==> src/hdl/a8w_pkg.sv <==
// ----------------------------------------------------------------------------
// a8w_pkg
// Shared types, constants and helper functions for the stick quantiser.
// ----------------------------------------------------------------------------
package a8w_pkg;

    localparam int unsigned NumDeadzones = 4;

    typedef logic [2:0]        cfg_index_t;
    typedef logic [6:0]        cfg_data_t;
    typedef logic [6:0]        dz_t;
    typedef logic signed [7:0] axis_t;
    typedef logic [6:0]        mag_t;
    typedef logic [3:0]        sector_t;
    typedef logic [3:0]        dir_t;
    typedef logic [14:0]       sum_t;
    typedef logic [7:0]        root_t;

    // register indexes
    localparam cfg_index_t CFG_DZ_P0S0 = 3'd0;
    localparam cfg_index_t CFG_DZ_P0S1 = 3'd1;
    localparam cfg_index_t CFG_DZ_P1S0 = 3'd2;
    localparam cfg_index_t CFG_DZ_P1S1 = 3'd3;

    localparam dz_t   DzReset   = 7'd1;
    localparam mag_t  MagMax    = 7'd127;
    localparam mag_t  DirMinMag = 7'd64;

    // direction bits
    localparam dir_t DIR_NONE  = 4'd0;
    localparam dir_t DIR_UP    = 4'd1;
    localparam dir_t DIR_DOWN  = 4'd2;
    localparam dir_t DIR_LEFT  = 4'd4;
    localparam dir_t DIR_RIGHT = 4'd8;

    // partial root state between the two halves of the square root
    typedef struct packed {
        logic [14:0] rem;
        logic [15:0] root;
    } sqrt_state_t;

    // centre on 128, clamp at -127
    function automatic axis_t centre_clamp(input logic [7:0] raw);
        axis_t res;
        if (raw == 8'd0)
        begin
            res = -8'sd127;
        end
        else
        begin
            res = axis_t'(raw ^ 8'h80);
        end
        return res;
    endfunction

    function automatic logic [6:0] abs7(input axis_t a);
        logic [7:0] neg;
        neg = 8'(-a);
        return a[7] ? neg[6:0] : a[6:0];
    endfunction

    // quarter of a quadrant from s = (p+q)^2, pp = p^2, qq = q^2
    function automatic logic [1:0] quarter_of(input logic [15:0] s,
                                              input logic [13:0] pp,
                                              input logic [13:0] qq,
                                              input logic p_lt_q);
        logic [16:0] s17;
        logic [16:0] two_pp;
        logic [16:0] two_qq;
        logic [1:0]  res;
        s17    = {1'b0, s};
        two_pp = {2'b00, pp, 1'b0};
        two_qq = {2'b00, qq, 1'b0};
        if (s17 < two_qq)
        begin
            res = 2'd0;
        end
        else if (p_lt_q)
        begin
            res = 2'd1;
        end
        else if (s17 > two_pp)
        begin
            res = 2'd2;
        end
        else
        begin
            res = 2'd3;
        end
        return res;
    endfunction

    // four digit steps of the bitwise square root; hi picks the upper half
    function automatic sqrt_state_t isqrt_steps(input logic [14:0] v_in,
                                                input logic [15:0] r_in,
                                                input logic hi);
        logic [15:0] v;
        logic [15:0] r;
        logic [15:0] t;
        logic [15:0] b;
        sqrt_state_t res;
        v = {1'b0, v_in};
        r = r_in;
        for (int i = 0; i < 4; i++)
        begin
            b = hi ? (16'd1 << (14 - 2 * i)) : (16'd1 << (6 - 2 * i));
            t = r + b;
            if (v >= t)
            begin
                v = v - t;
                r = (r >> 1) + b;
            end
            else
            begin
                r = r >> 1;
            end
        end
        res.rem  = v[14:0];
        res.root = r;
        return res;
    endfunction

    function automatic dir_t dir_of_sector(input sector_t sec);
        dir_t res;
        case (sec)
            4'd0, 4'd15:  res = DIR_RIGHT;
            4'd1, 4'd2:   res = DIR_UP | DIR_RIGHT;
            4'd3, 4'd4:   res = DIR_UP;
            4'd5, 4'd6:   res = DIR_UP | DIR_LEFT;
            4'd7, 4'd8:   res = DIR_LEFT;
            4'd9, 4'd10:  res = DIR_DOWN | DIR_LEFT;
            4'd11, 4'd12: res = DIR_DOWN;
            4'd13, 4'd14: res = DIR_DOWN | DIR_RIGHT;
            default:      res = DIR_NONE;
        endcase
        return res;
    endfunction

endpackage

==> src/hdl/a8w_if.sv <==
// ----------------------------------------------------------------------------
// a8w_if
// Valid/ready channels for raw stick samples and quantised results.
// ----------------------------------------------------------------------------
interface a8w_sample_if;
    import a8w_pkg::*;

    logic       valid;
    logic       ready;
    logic       pad_index;
    logic       stick_select;
    logic [7:0] raw_x;
    logic [7:0] raw_y;

    modport source (output valid, pad_index, stick_select, raw_x, raw_y, input ready);
    modport sink   (input valid, pad_index, stick_select, raw_x, raw_y, output ready);
endinterface

interface a8w_result_if;
    import a8w_pkg::*;

    logic    valid;
    logic    ready;
    axis_t   axis_x;
    axis_t   axis_y;
    mag_t    magnitude;
    sector_t sector;
    dir_t    direction;

    modport source (output valid, axis_x, axis_y, magnitude, sector, direction,
                    input ready);
    modport sink   (input valid, axis_x, axis_y, magnitude, sector, direction,
                    output ready);
endinterface

==> src/hdl/analog_stick_to_eight_way_top.sv <==
// ----------------------------------------------------------------------------
// analog_stick_to_eight_way_top
// Analog stick sample to magnitude, 22.5 degree sector and eight-way direction.
// ----------------------------------------------------------------------------
// Usage:
//   sample : valid/ready sink, one raw stick sample per transfer (pad, stick,
//            raw x and y bytes, 128 = centre, y grows downwards).
//   result : valid/ready source, one result per sample, in order: centred
//            axes, vector length, sector and direction bits.
//   cfg_*  : write-only deadzone registers, one per pad/stick, index 0..3;
//            writes to higher indexes are dropped. Write only while idle.
//   Five-stage pipeline, every stage registered. One sample per cycle is
//   accepted for as long as results are taken; the rate is one item per
//   cycle, set by the stage registers, the slowest stage being the lower
//   half of the square root. A receiver stall holds the last stage and
//   every occupied stage directly behind it; samples further back still
//   move into empty stages, so up to five samples sit in the pipe and
//   sample.ready drops only once it is full. Nothing is lost or repeated.
//   Reset empties the pipe and sets all deadzones to 1.
// ----------------------------------------------------------------------------
module analog_stick_to_eight_way_top (
    input  logic                  clk,
    input  logic                  rst_n,
    a8w_sample_if.sink            sample,
    a8w_result_if.source          result,
    input  logic                  cfg_we,
    input  a8w_pkg::cfg_index_t   cfg_index,
    input  a8w_pkg::cfg_data_t    cfg_data
);
    import a8w_pkg::*;

    // deadzone registers, indexed by {pad, stick}
    dz_t dz_reg [NumDeadzones];

    always_ff @(posedge clk or negedge rst_n)
    begin
        if (!rst_n)
        begin
            for (int i = 0; i < NumDeadzones; i++)
            begin
                dz_reg[i] <= DzReset;
            end
        end
        else if (cfg_we)
        begin
            case (cfg_index)
                CFG_DZ_P0S0: dz_reg[0] <= cfg_data;
                CFG_DZ_P0S1: dz_reg[1] <= cfg_data;
                CFG_DZ_P1S0: dz_reg[2] <= cfg_data;
                CFG_DZ_P1S1: dz_reg[3] <= cfg_data;
                default:     ;
            endcase
        end
    end

    // stage advance: a stage moves when empty or when the one after moves
    logic v1_reg, v2_reg, v3_reg, v4_reg, v5_reg;
    logic adv1, adv2, adv3, adv4, adv5;

    assign adv5 = !v5_reg || result.ready;
    assign adv4 = !v4_reg || adv5;
    assign adv3 = !v3_reg || adv4;
    assign adv2 = !v2_reg || adv3;
    assign adv1 = !v1_reg || adv2;
    assign sample.ready = adv1;

    always_ff @(posedge clk or negedge rst_n)
    begin
        if (!rst_n)
        begin
            v1_reg <= 1'b0;
            v2_reg <= 1'b0;
            v3_reg <= 1'b0;
            v4_reg <= 1'b0;
            v5_reg <= 1'b0;
        end
        else
        begin
            if (adv1) v1_reg <= sample.valid;
            if (adv2) v2_reg <= v1_reg;
            if (adv3) v3_reg <= v2_reg;
            if (adv4) v4_reg <= v3_reg;
            if (adv5) v5_reg <= v4_reg;
        end
    end

    // ---- stage 1: centre, clamp, pick quadrant and tangent operands ----
    axis_t      x_next, y_next;
    logic [6:0] ax, ay;
    logic [1:0] quad_next;
    logic       zero_next;
    logic [6:0] p_next, q_next;

    assign x_next = centre_clamp(sample.raw_x);
    assign y_next = centre_clamp(sample.raw_y);
    assign ax     = abs7(x_next);
    assign ay     = abs7(y_next);
    assign zero_next = (x_next == 8'sd0) && (y_next == 8'sd0);

    // angle is measured with up positive, so the y sign flips
    always_comb
    begin
        if (x_next > 8'sd0 && y_next <= 8'sd0)
        begin
            quad_next = 2'd0;
        end
        else if (x_next <= 8'sd0 && y_next < 8'sd0)
        begin
            quad_next = 2'd1;
        end
        else if (x_next < 8'sd0 && y_next >= 8'sd0)
        begin
            quad_next = 2'd2;
        end
        else
        begin
            quad_next = 2'd3;
        end
    end

    // odd quadrants measure from the vertical axis
    assign p_next = quad_next[0] ? ax : ay;
    assign q_next = quad_next[0] ? ay : ax;

    axis_t      x1_reg, y1_reg;
    logic [6:0] p1_reg, q1_reg;
    logic [1:0] quad1_reg;
    logic       zero1_reg;
    dz_t        dz1_reg;

    always_ff @(posedge clk)
    begin
        if (adv1)
        begin
            x1_reg    <= x_next;
            y1_reg    <= y_next;
            p1_reg    <= p_next;
            q1_reg    <= q_next;
            quad1_reg <= quad_next;
            zero1_reg <= zero_next;
            dz1_reg   <= dz_reg[{sample.pad_index, sample.stick_select}];
        end
    end

    // ---- stage 2: squares ----
    logic [7:0] pq_sum;
    assign pq_sum = {1'b0, p1_reg} + {1'b0, q1_reg};

    axis_t       x2_reg, y2_reg;
    logic [15:0] s2_reg;
    logic [13:0] pp2_reg, qq2_reg;
    logic        plq2_reg;
    logic [1:0]  quad2_reg;
    logic        zero2_reg;
    dz_t         dz2_reg;

    always_ff @(posedge clk)
    begin
        if (adv2)
        begin
            x2_reg    <= x1_reg;
            y2_reg    <= y1_reg;
            s2_reg    <= {8'd0, pq_sum} * {8'd0, pq_sum};
            pp2_reg   <= {7'd0, p1_reg} * {7'd0, p1_reg};
            qq2_reg   <= {7'd0, q1_reg} * {7'd0, q1_reg};
            plq2_reg  <= p1_reg < q1_reg;
            quad2_reg <= quad1_reg;
            zero2_reg <= zero1_reg;
            dz2_reg   <= dz1_reg;
        end
    end

    // ---- stage 3: sum of squares, sector from tangent compares ----
    sector_t sec_next;
    assign sec_next = zero2_reg ? 4'd0
                    : {quad2_reg, quarter_of(s2_reg, pp2_reg, qq2_reg, plq2_reg)};

    axis_t   x3_reg, y3_reg;
    sum_t    sum3_reg;
    sector_t sec3_reg;
    dz_t     dz3_reg;

    always_ff @(posedge clk)
    begin
        if (adv3)
        begin
            x3_reg   <= x2_reg;
            y3_reg   <= y2_reg;
            sum3_reg <= 15'({1'b0, pp2_reg} + {1'b0, qq2_reg});
            sec3_reg <= sec_next;
            dz3_reg  <= dz2_reg;
        end
    end

    // ---- stage 4: upper root digits (inside a8w_isqrt) ----
    root_t root;

    a8w_isqrt u_isqrt (
        .clk      (clk),
        .load     (adv4),
        .radicand (sum3_reg),
        .root     (root)
    );

    axis_t   x4_reg, y4_reg;
    sector_t sec4_reg;
    dz_t     dz4_reg;

    always_ff @(posedge clk)
    begin
        if (adv4)
        begin
            x4_reg   <= x3_reg;
            y4_reg   <= y3_reg;
            sec4_reg <= sec3_reg;
            dz4_reg  <= dz3_reg;
        end
    end

    // ---- stage 5: lower root digits, saturate, deadzone, direction ----
    mag_t mag_sat;
    logic dead;
    dir_t dir_next;

    assign mag_sat  = (root > root_t'(MagMax)) ? MagMax : root[6:0];
    assign dead     = mag_sat < dz4_reg;
    assign dir_next = (dead || mag_sat < DirMinMag) ? DIR_NONE : dir_of_sector(sec4_reg);

    axis_t   ox_reg, oy_reg;
    mag_t    omag_reg;
    sector_t osec_reg;
    dir_t    odir_reg;

    always_ff @(posedge clk)
    begin
        if (adv5)
        begin
            ox_reg   <= dead ? 8'sd0 : x4_reg;
            oy_reg   <= dead ? 8'sd0 : y4_reg;
            omag_reg <= dead ? 7'd0 : mag_sat;
            osec_reg <= dead ? 4'd0 : sec4_reg;
            odir_reg <= dir_next;
        end
    end

    assign result.valid     = v5_reg;
    assign result.axis_x    = ox_reg;
    assign result.axis_y    = oy_reg;
    assign result.magnitude = omag_reg;
    assign result.sector    = osec_reg;
    assign result.direction = odir_reg;

endmodule

==> src/hdl/a8w_isqrt.sv <==
// ----------------------------------------------------------------------------
// a8w_isqrt
// Two-half square root: upper four digits registered, lower four combinational.
// ----------------------------------------------------------------------------
module a8w_isqrt (
    input  logic           clk,
    input  logic           load,
    input  a8w_pkg::sum_t  radicand,
    output a8w_pkg::root_t root
);
    import a8w_pkg::*;

    sqrt_state_t mid_reg;
    sqrt_state_t mid_next;
    sqrt_state_t fin;

    assign mid_next = isqrt_steps(radicand, 16'd0, 1'b1);

    always_ff @(posedge clk)
    begin
        if (load)
        begin
            mid_reg <= mid_next;
        end
    end

    assign fin  = isqrt_steps(mid_reg.rem, mid_reg.root, 1'b0);
    assign root = fin.root[7:0];

endmodule

==> src/flat_wrapper.sv <==
// flat-port wrapper written by rule: the top's interface ports become plain ports
module analog_stick_to_eight_way_top_flat import a8w_pkg::*;
  (clk, rst_n, cfg_we, cfg_index, cfg_data, sample_valid, sample_pad_index, sample_stick_select, sample_raw_x, sample_raw_y, sample_ready, result_valid, result_axis_x, result_axis_y, result_magnitude, result_sector, result_direction, result_ready);
  a8w_sample_if sample_i ();
  a8w_result_if result_i ();
  input  logic clk;
  input  logic rst_n;
  input  logic cfg_we;
  input  a8w_pkg::cfg_index_t cfg_index;
  input  a8w_pkg::cfg_data_t cfg_data;
  input wire logic [$bits(sample_i.valid)-1:0] sample_valid;
  input wire logic [$bits(sample_i.pad_index)-1:0] sample_pad_index;
  input wire logic [$bits(sample_i.stick_select)-1:0] sample_stick_select;
  input wire logic [$bits(sample_i.raw_x)-1:0] sample_raw_x;
  input wire logic [$bits(sample_i.raw_y)-1:0] sample_raw_y;
  output wire logic [$bits(sample_i.ready)-1:0] sample_ready;
  output wire logic [$bits(result_i.valid)-1:0] result_valid;
  output wire logic [$bits(result_i.axis_x)-1:0] result_axis_x;
  output wire logic [$bits(result_i.axis_y)-1:0] result_axis_y;
  output wire logic [$bits(result_i.magnitude)-1:0] result_magnitude;
  output wire logic [$bits(result_i.sector)-1:0] result_sector;
  output wire logic [$bits(result_i.direction)-1:0] result_direction;
  input wire logic [$bits(result_i.ready)-1:0] result_ready;
  assign sample_i.valid = sample_valid;
  assign sample_i.pad_index = sample_pad_index;
  assign sample_i.stick_select = sample_stick_select;
  assign sample_i.raw_x = sample_raw_x;
  assign sample_i.raw_y = sample_raw_y;
  assign sample_ready = sample_i.ready;
  assign result_valid = result_i.valid;
  assign result_axis_x = result_i.axis_x;
  assign result_axis_y = result_i.axis_y;
  assign result_magnitude = result_i.magnitude;
  assign result_sector = result_i.sector;
  assign result_direction = result_i.direction;
  assign result_i.ready = result_ready;
  analog_stick_to_eight_way_top u_core (.clk(clk), .rst_n(rst_n), .sample(sample_i), .result(result_i), .cfg_we(cfg_we), .cfg_index(cfg_index), .cfg_data(cfg_data));
endmodule
==> config.mk <==
export PLATFORM = sky130hd
export DESIGN_NAME = analog_stick_to_eight_way_top_flat
export DESIGN_NICKNAME = d
export VERILOG_FILES = /design/src/hdl/a8w_pkg.sv /design/src/hdl/a8w_if.sv /design/src/hdl/analog_stick_to_eight_way_top.sv /design/src/hdl/a8w_isqrt.sv /design/src/flat_wrapper.sv
export SDC_FILE = /design/constraint.sdc
export NUM_CORES = 1
export LEC_CHECK = 0
export BUFFER_PORTS_ARGS = -buffer_cell sky130_fd_sc_hd__buf_2
export CAP_MARGIN = 20
export CORE_AREA = 4 4 179 181
export DETAILED_ROUTE_END_ITERATION = 12
export DIE_AREA = 0 0 183 185
export PLACE_DENSITY = 0.77
export SLEW_MARGIN = 10
export SYNTH_ARGS = -nofsm -noshare
export SYNTH_HDL_FRONTEND = slang
export SYNTH_HIERARCHICAL = 1
export SYNTH_SLANG_ARGS = --single-unit
==> constraint.sdc <==
create_clock -name clk -period 7.6 [get_ports clk]
set_input_delay 1.52 -clock clk [delete_from_list [all_inputs] [get_ports clk]]
set_output_delay 1.52 -clock clk [all_outputs]
set_load 0.02 [all_outputs]
==> impl_results.md <==
- Routed length per instance: 18.37 um
- Worst hold path type: reg2reg
- Cell variety after synth: 92
- Router iterations before antenna repair: 6
- Die W: 183 um
- Routed wire length: 38.00 mm
- Synth top area share: 39.67%
- Post-Syn Instances: 1517
- Sequential cell area fraction in the yosys report: between 40% and 50%
- Via density: 5.680
- Vias in the first global route: 11690
- Top cells by area, synth: edfxtp_1, ha_1, fa_1
- Multiplexer share of the synthesized area: under 10%
- Largest net degree at the start of global routing: 71
- Maximum Capacitance Violations: 0
- Worst Hold Depth: 0
- Critical Path Sink Type: register
- Fin cells: just over 2000
- Reg2reg end: u_core/result.axis_x[3]$_SDFFCE_PP0P_
- Average cell area after synthesis: 11.33 um^2
- Final Max Slew Viols: 0
- Yosys warns: 6
- Total number of vias: 11750
- Core area: around 30000 um^2
- Max reg flops: 28
- Syn_nets: 1780
- Fin Clk Skew: approximately 0.027 ns
- Tmin final: 7.426 ns
- Final nets: about 1900
- Post-synth EDFFs: 227
- Worst EP required: 7.88 ns
- Post-layout worst setup margin: between 0.15 and 0.2 ns
- RR Startpoint: u_core/u_isqrt/mid_reg[24]$_DFFE_PP_
- CTS Buf Count: 27
- Initial drt markers: 750
- Remaining antenna violation count: 0
- GRT overflow: 0
- Synth Flop Type: edfxtp_1
- Critical setup path kind: reg2reg
- Die Ht: 185 um
- Final setup viols: 0
- Syn Std Cell Area: 17180 um^2
- Hold slack: 0.4203 ns
- CP arrival: 7.71 ns
- Slew @ Worst Pin: 1.003 ns
- CP Max Fanout: 8
- Post-synthesis simple-gate area fraction: between 10% and 20%
- Crit-path most repeated cell: buf_6
- Initial Utilization: 56.47%
- CTS Buffer Depth: 3
- Layout cell share with drive strength beyond 1: between 20% and 30%
- Max incr delay on CP: 0.53 ns
- Ys async rst share: 12.69%
- I/O pin cnt: 66
- Synth Area in Compound Gates: 10.47%
- Die area: 33860 um^2
- Hold_buf cts: 0
- Flop-to-flop setup slack: 0.17 ns
- Placement-stage worst setup slack: 0.06113 ns
- Hold_sp: u_core/y2_reg[2]$_DFFE_PP_
- Clock transition at path regs: 0.07 ns
- Fmax: 134.7 MHz
- CP startpoint kind: register
- CTS tree: yes
- RSZ-0062 raised after global routing: true
- Antenna violations before repair: 0
- First-pass GRT wire length: 59.83 mm
- Largest area contributor in the netlist: edfxtp_1
- Tot GR Track Use: 21.74%
- I/O Buffers: 65
- Dpl cells: 1988
- Crit share post-route: 97.71%
- Largest family of logic cells by synthesized area: adder cells
- Adder-cell share of the synthesized area: a little under a fifth
- Clock Tree Root: clkbuf_16
- Slew margin rel.: 32.20%
- Rows: 64
- Fin. Hold Viols: 0
- Post-Synth XOR/XNOR Area: about 4.6%
- Hold path endpoint: u_core/y3_reg[2]$_DFFE_PP_
- FF+latch count, synth: 260
- Slowest cell on the critical path: or4_4
- Clk sinks: 260
- Diode count: 0
- Routability cong.: ~0.89
- Hpwl dp: ~28 mm
- DR DRC count: 0
- Synth-to-Final Area Change: 15.02%
- Status: finished clean
- Reg2reg path depth: 42
- Worst-Skew Late Latency: 0.54 ns
- H-tree level count: 1
layout by cell type, fill, tap and decap left out, types with 26 or more instances in the layout:
master	netlist	routed
a21oi_1	91	82
ha_1	174	164
dfrtp_1	29	29
mux2_2	35	35
nand2b_1	27	26
nor2_1	111	107
inv_1	166	162
o21ai_0	40	35
edfxtp_1	227	227
and2_1	51	43
nand2_1	61	58
buf_2	5	66
buf_4	5	70
xnor2_1	71	70
fa_1	56	56
clkbuf_16	0	29
cells in the mapped netlist (5+ instances only):
| cell type | instances |
|---|---|
| a2111oi_0 | 5 |
| a211o_1 | 5 |
| a211oi_1 | 14 |
| a21o_1 | 22 |
| a21oi_1 | 91 |
| a31o_2 | 5 |
| and2_1 | 51 |
| and3_1 | 14 |
| buf_2 | 5 |
| buf_4 | 5 |
| clkbuf_1 | 31 |
| dfrtp_1 | 29 |
| edfxtp_1 | 227 |
| fa_1 | 56 |
| ha_1 | 174 |
| inv_1 | 166 |
| mux2_2 | 35 |
| mux2i_1 | 18 |
| mux4_2 | 7 |
| nand2_1 | 61 |
| nand2b_1 | 27 |
| nand3_1 | 20 |
| nand4_1 | 11 |
| nor2_1 | 111 |
| nor2b_1 | 12 |
| nor3_1 | 25 |
| nor3b_1 | 8 |
| nor4_1 | 7 |
| nor4bb_1 | 5 |
| o211ai_1 | 9 |
| o21a_1 | 15 |
| o21ai_0 | 40 |
| o21ai_1 | 9 |
| o31ai_1 | 7 |
| or2_2 | 14 |
| or3_1 | 5 |
| xnor2_1 | 71 |
| xor2_1 | 17 |
worst max-delay path: cells and delay by family (launching register included):
family | cells | cell delay (ns)
buffers and inverters | 7 | 0.91
flip-flops | 1 | 0.45
AND/OR/NAND/NOR | 14 | 2.11
AO/OA/AOI/OAI | 15 | 2.18
adder cells (fa/ha/maj) | 4 | 1.08
multiplexers | 1 | 0.28
XOR/XNOR | 1 | 0.15
cell type report:
| cell class | instances | area (um^2) |
|---|---|---|
| Fill cell | 2297 | 10660 |
| Multi-Input combinational cell | 1045 | 9079 |
| Sequential cell | 260 | 7647 |
| Timing Repair Buffer | 147 | 1013 |
| Clock buffer | 35 | 768.2 |
| Inverter | 170 | 644.4 |
| Tap cell | 396 | 495.5 |
| Clock inverter | 15 | 117.6 |
per-stage QoR:
stage | TNS (ns) | area, um^2 | utilization (%)
5_1_grt | -2.825 | 19770 | 64.95
3_3_place_gp | 0 | 18240 | 59.95
4_1_cts | 0 | 19130 | 62.87
6_report | 0 | 19770 | 64.95
2_1_floorplan | 0 | 17190 | -
3_5_place_dp | 0 | 18240 | 59.95
worst max path at each step:
stage / startpoint / to / slack (ns) / cells after the start
2_1_floorplan: u_core/u_isqrt/mid_reg[9]$_DFFE_PP_ / u_core/result.direction[2]$_SDFFCE_PP0P_ / 0.01 / 39
3_3_place_gp: u_core/u_isqrt/mid_reg[25]$_DFFE_PP_ / u_core/result.direction[2]$_SDFFCE_PP0P_ / 0.21 / 38
3_5_place_dp: u_core/u_isqrt/mid_reg[11]$_DFFE_PP_ / u_core/result.axis_x[0]$_SDFFCE_PP0P_ / 0.06 / 39
4_1_cts: u_core/u_isqrt/mid_reg[11]$_DFFE_PP_ / u_core/result.axis_x[0]$_SDFFCE_PP0P_ / 0.04 / 40
5_1_grt: u_core/u_isqrt/mid_reg[24]$_DFFE_PP_ / u_core/result.axis_x[3]$_SDFFCE_PP0P_ / -0.11 / 43
6_report: u_core/u_isqrt/mid_reg[24]$_DFFE_PP_ / u_core/result.axis_x[3]$_SDFFCE_PP0P_ / 0.17 / 42
kinds of logic after synthesis:
kind of cell    Yosys count
fa+ha+maj               230
flops                   260
buf+inv                 213
simple gates            394
mux                      61
compound gates          270
xor+xnor                 89
repair_timing:
| action | 4_1_cts | 5_1_grt |
|---|---|---|
| setup endpoints to repair | 0 | 31 |
| resized for setup | 0 | 84 |
| setup buffers | 0 | 23 |
metal layers:
layer | track usage, % | share of wire [%] | up-vias
met3 | 2.082 | 3.5 | 73
li1 | - | - | 5673
met2 | 38.15 | 51 | 285
met5 | 0 | 0 | -
met1 | 28.84 | 43 | 5715
met4 | 6.704 | 3.2 | 0
Power is not shown: default switching activity piles up to over one toggle a cycle in this logic, so the estimate is an artifact.
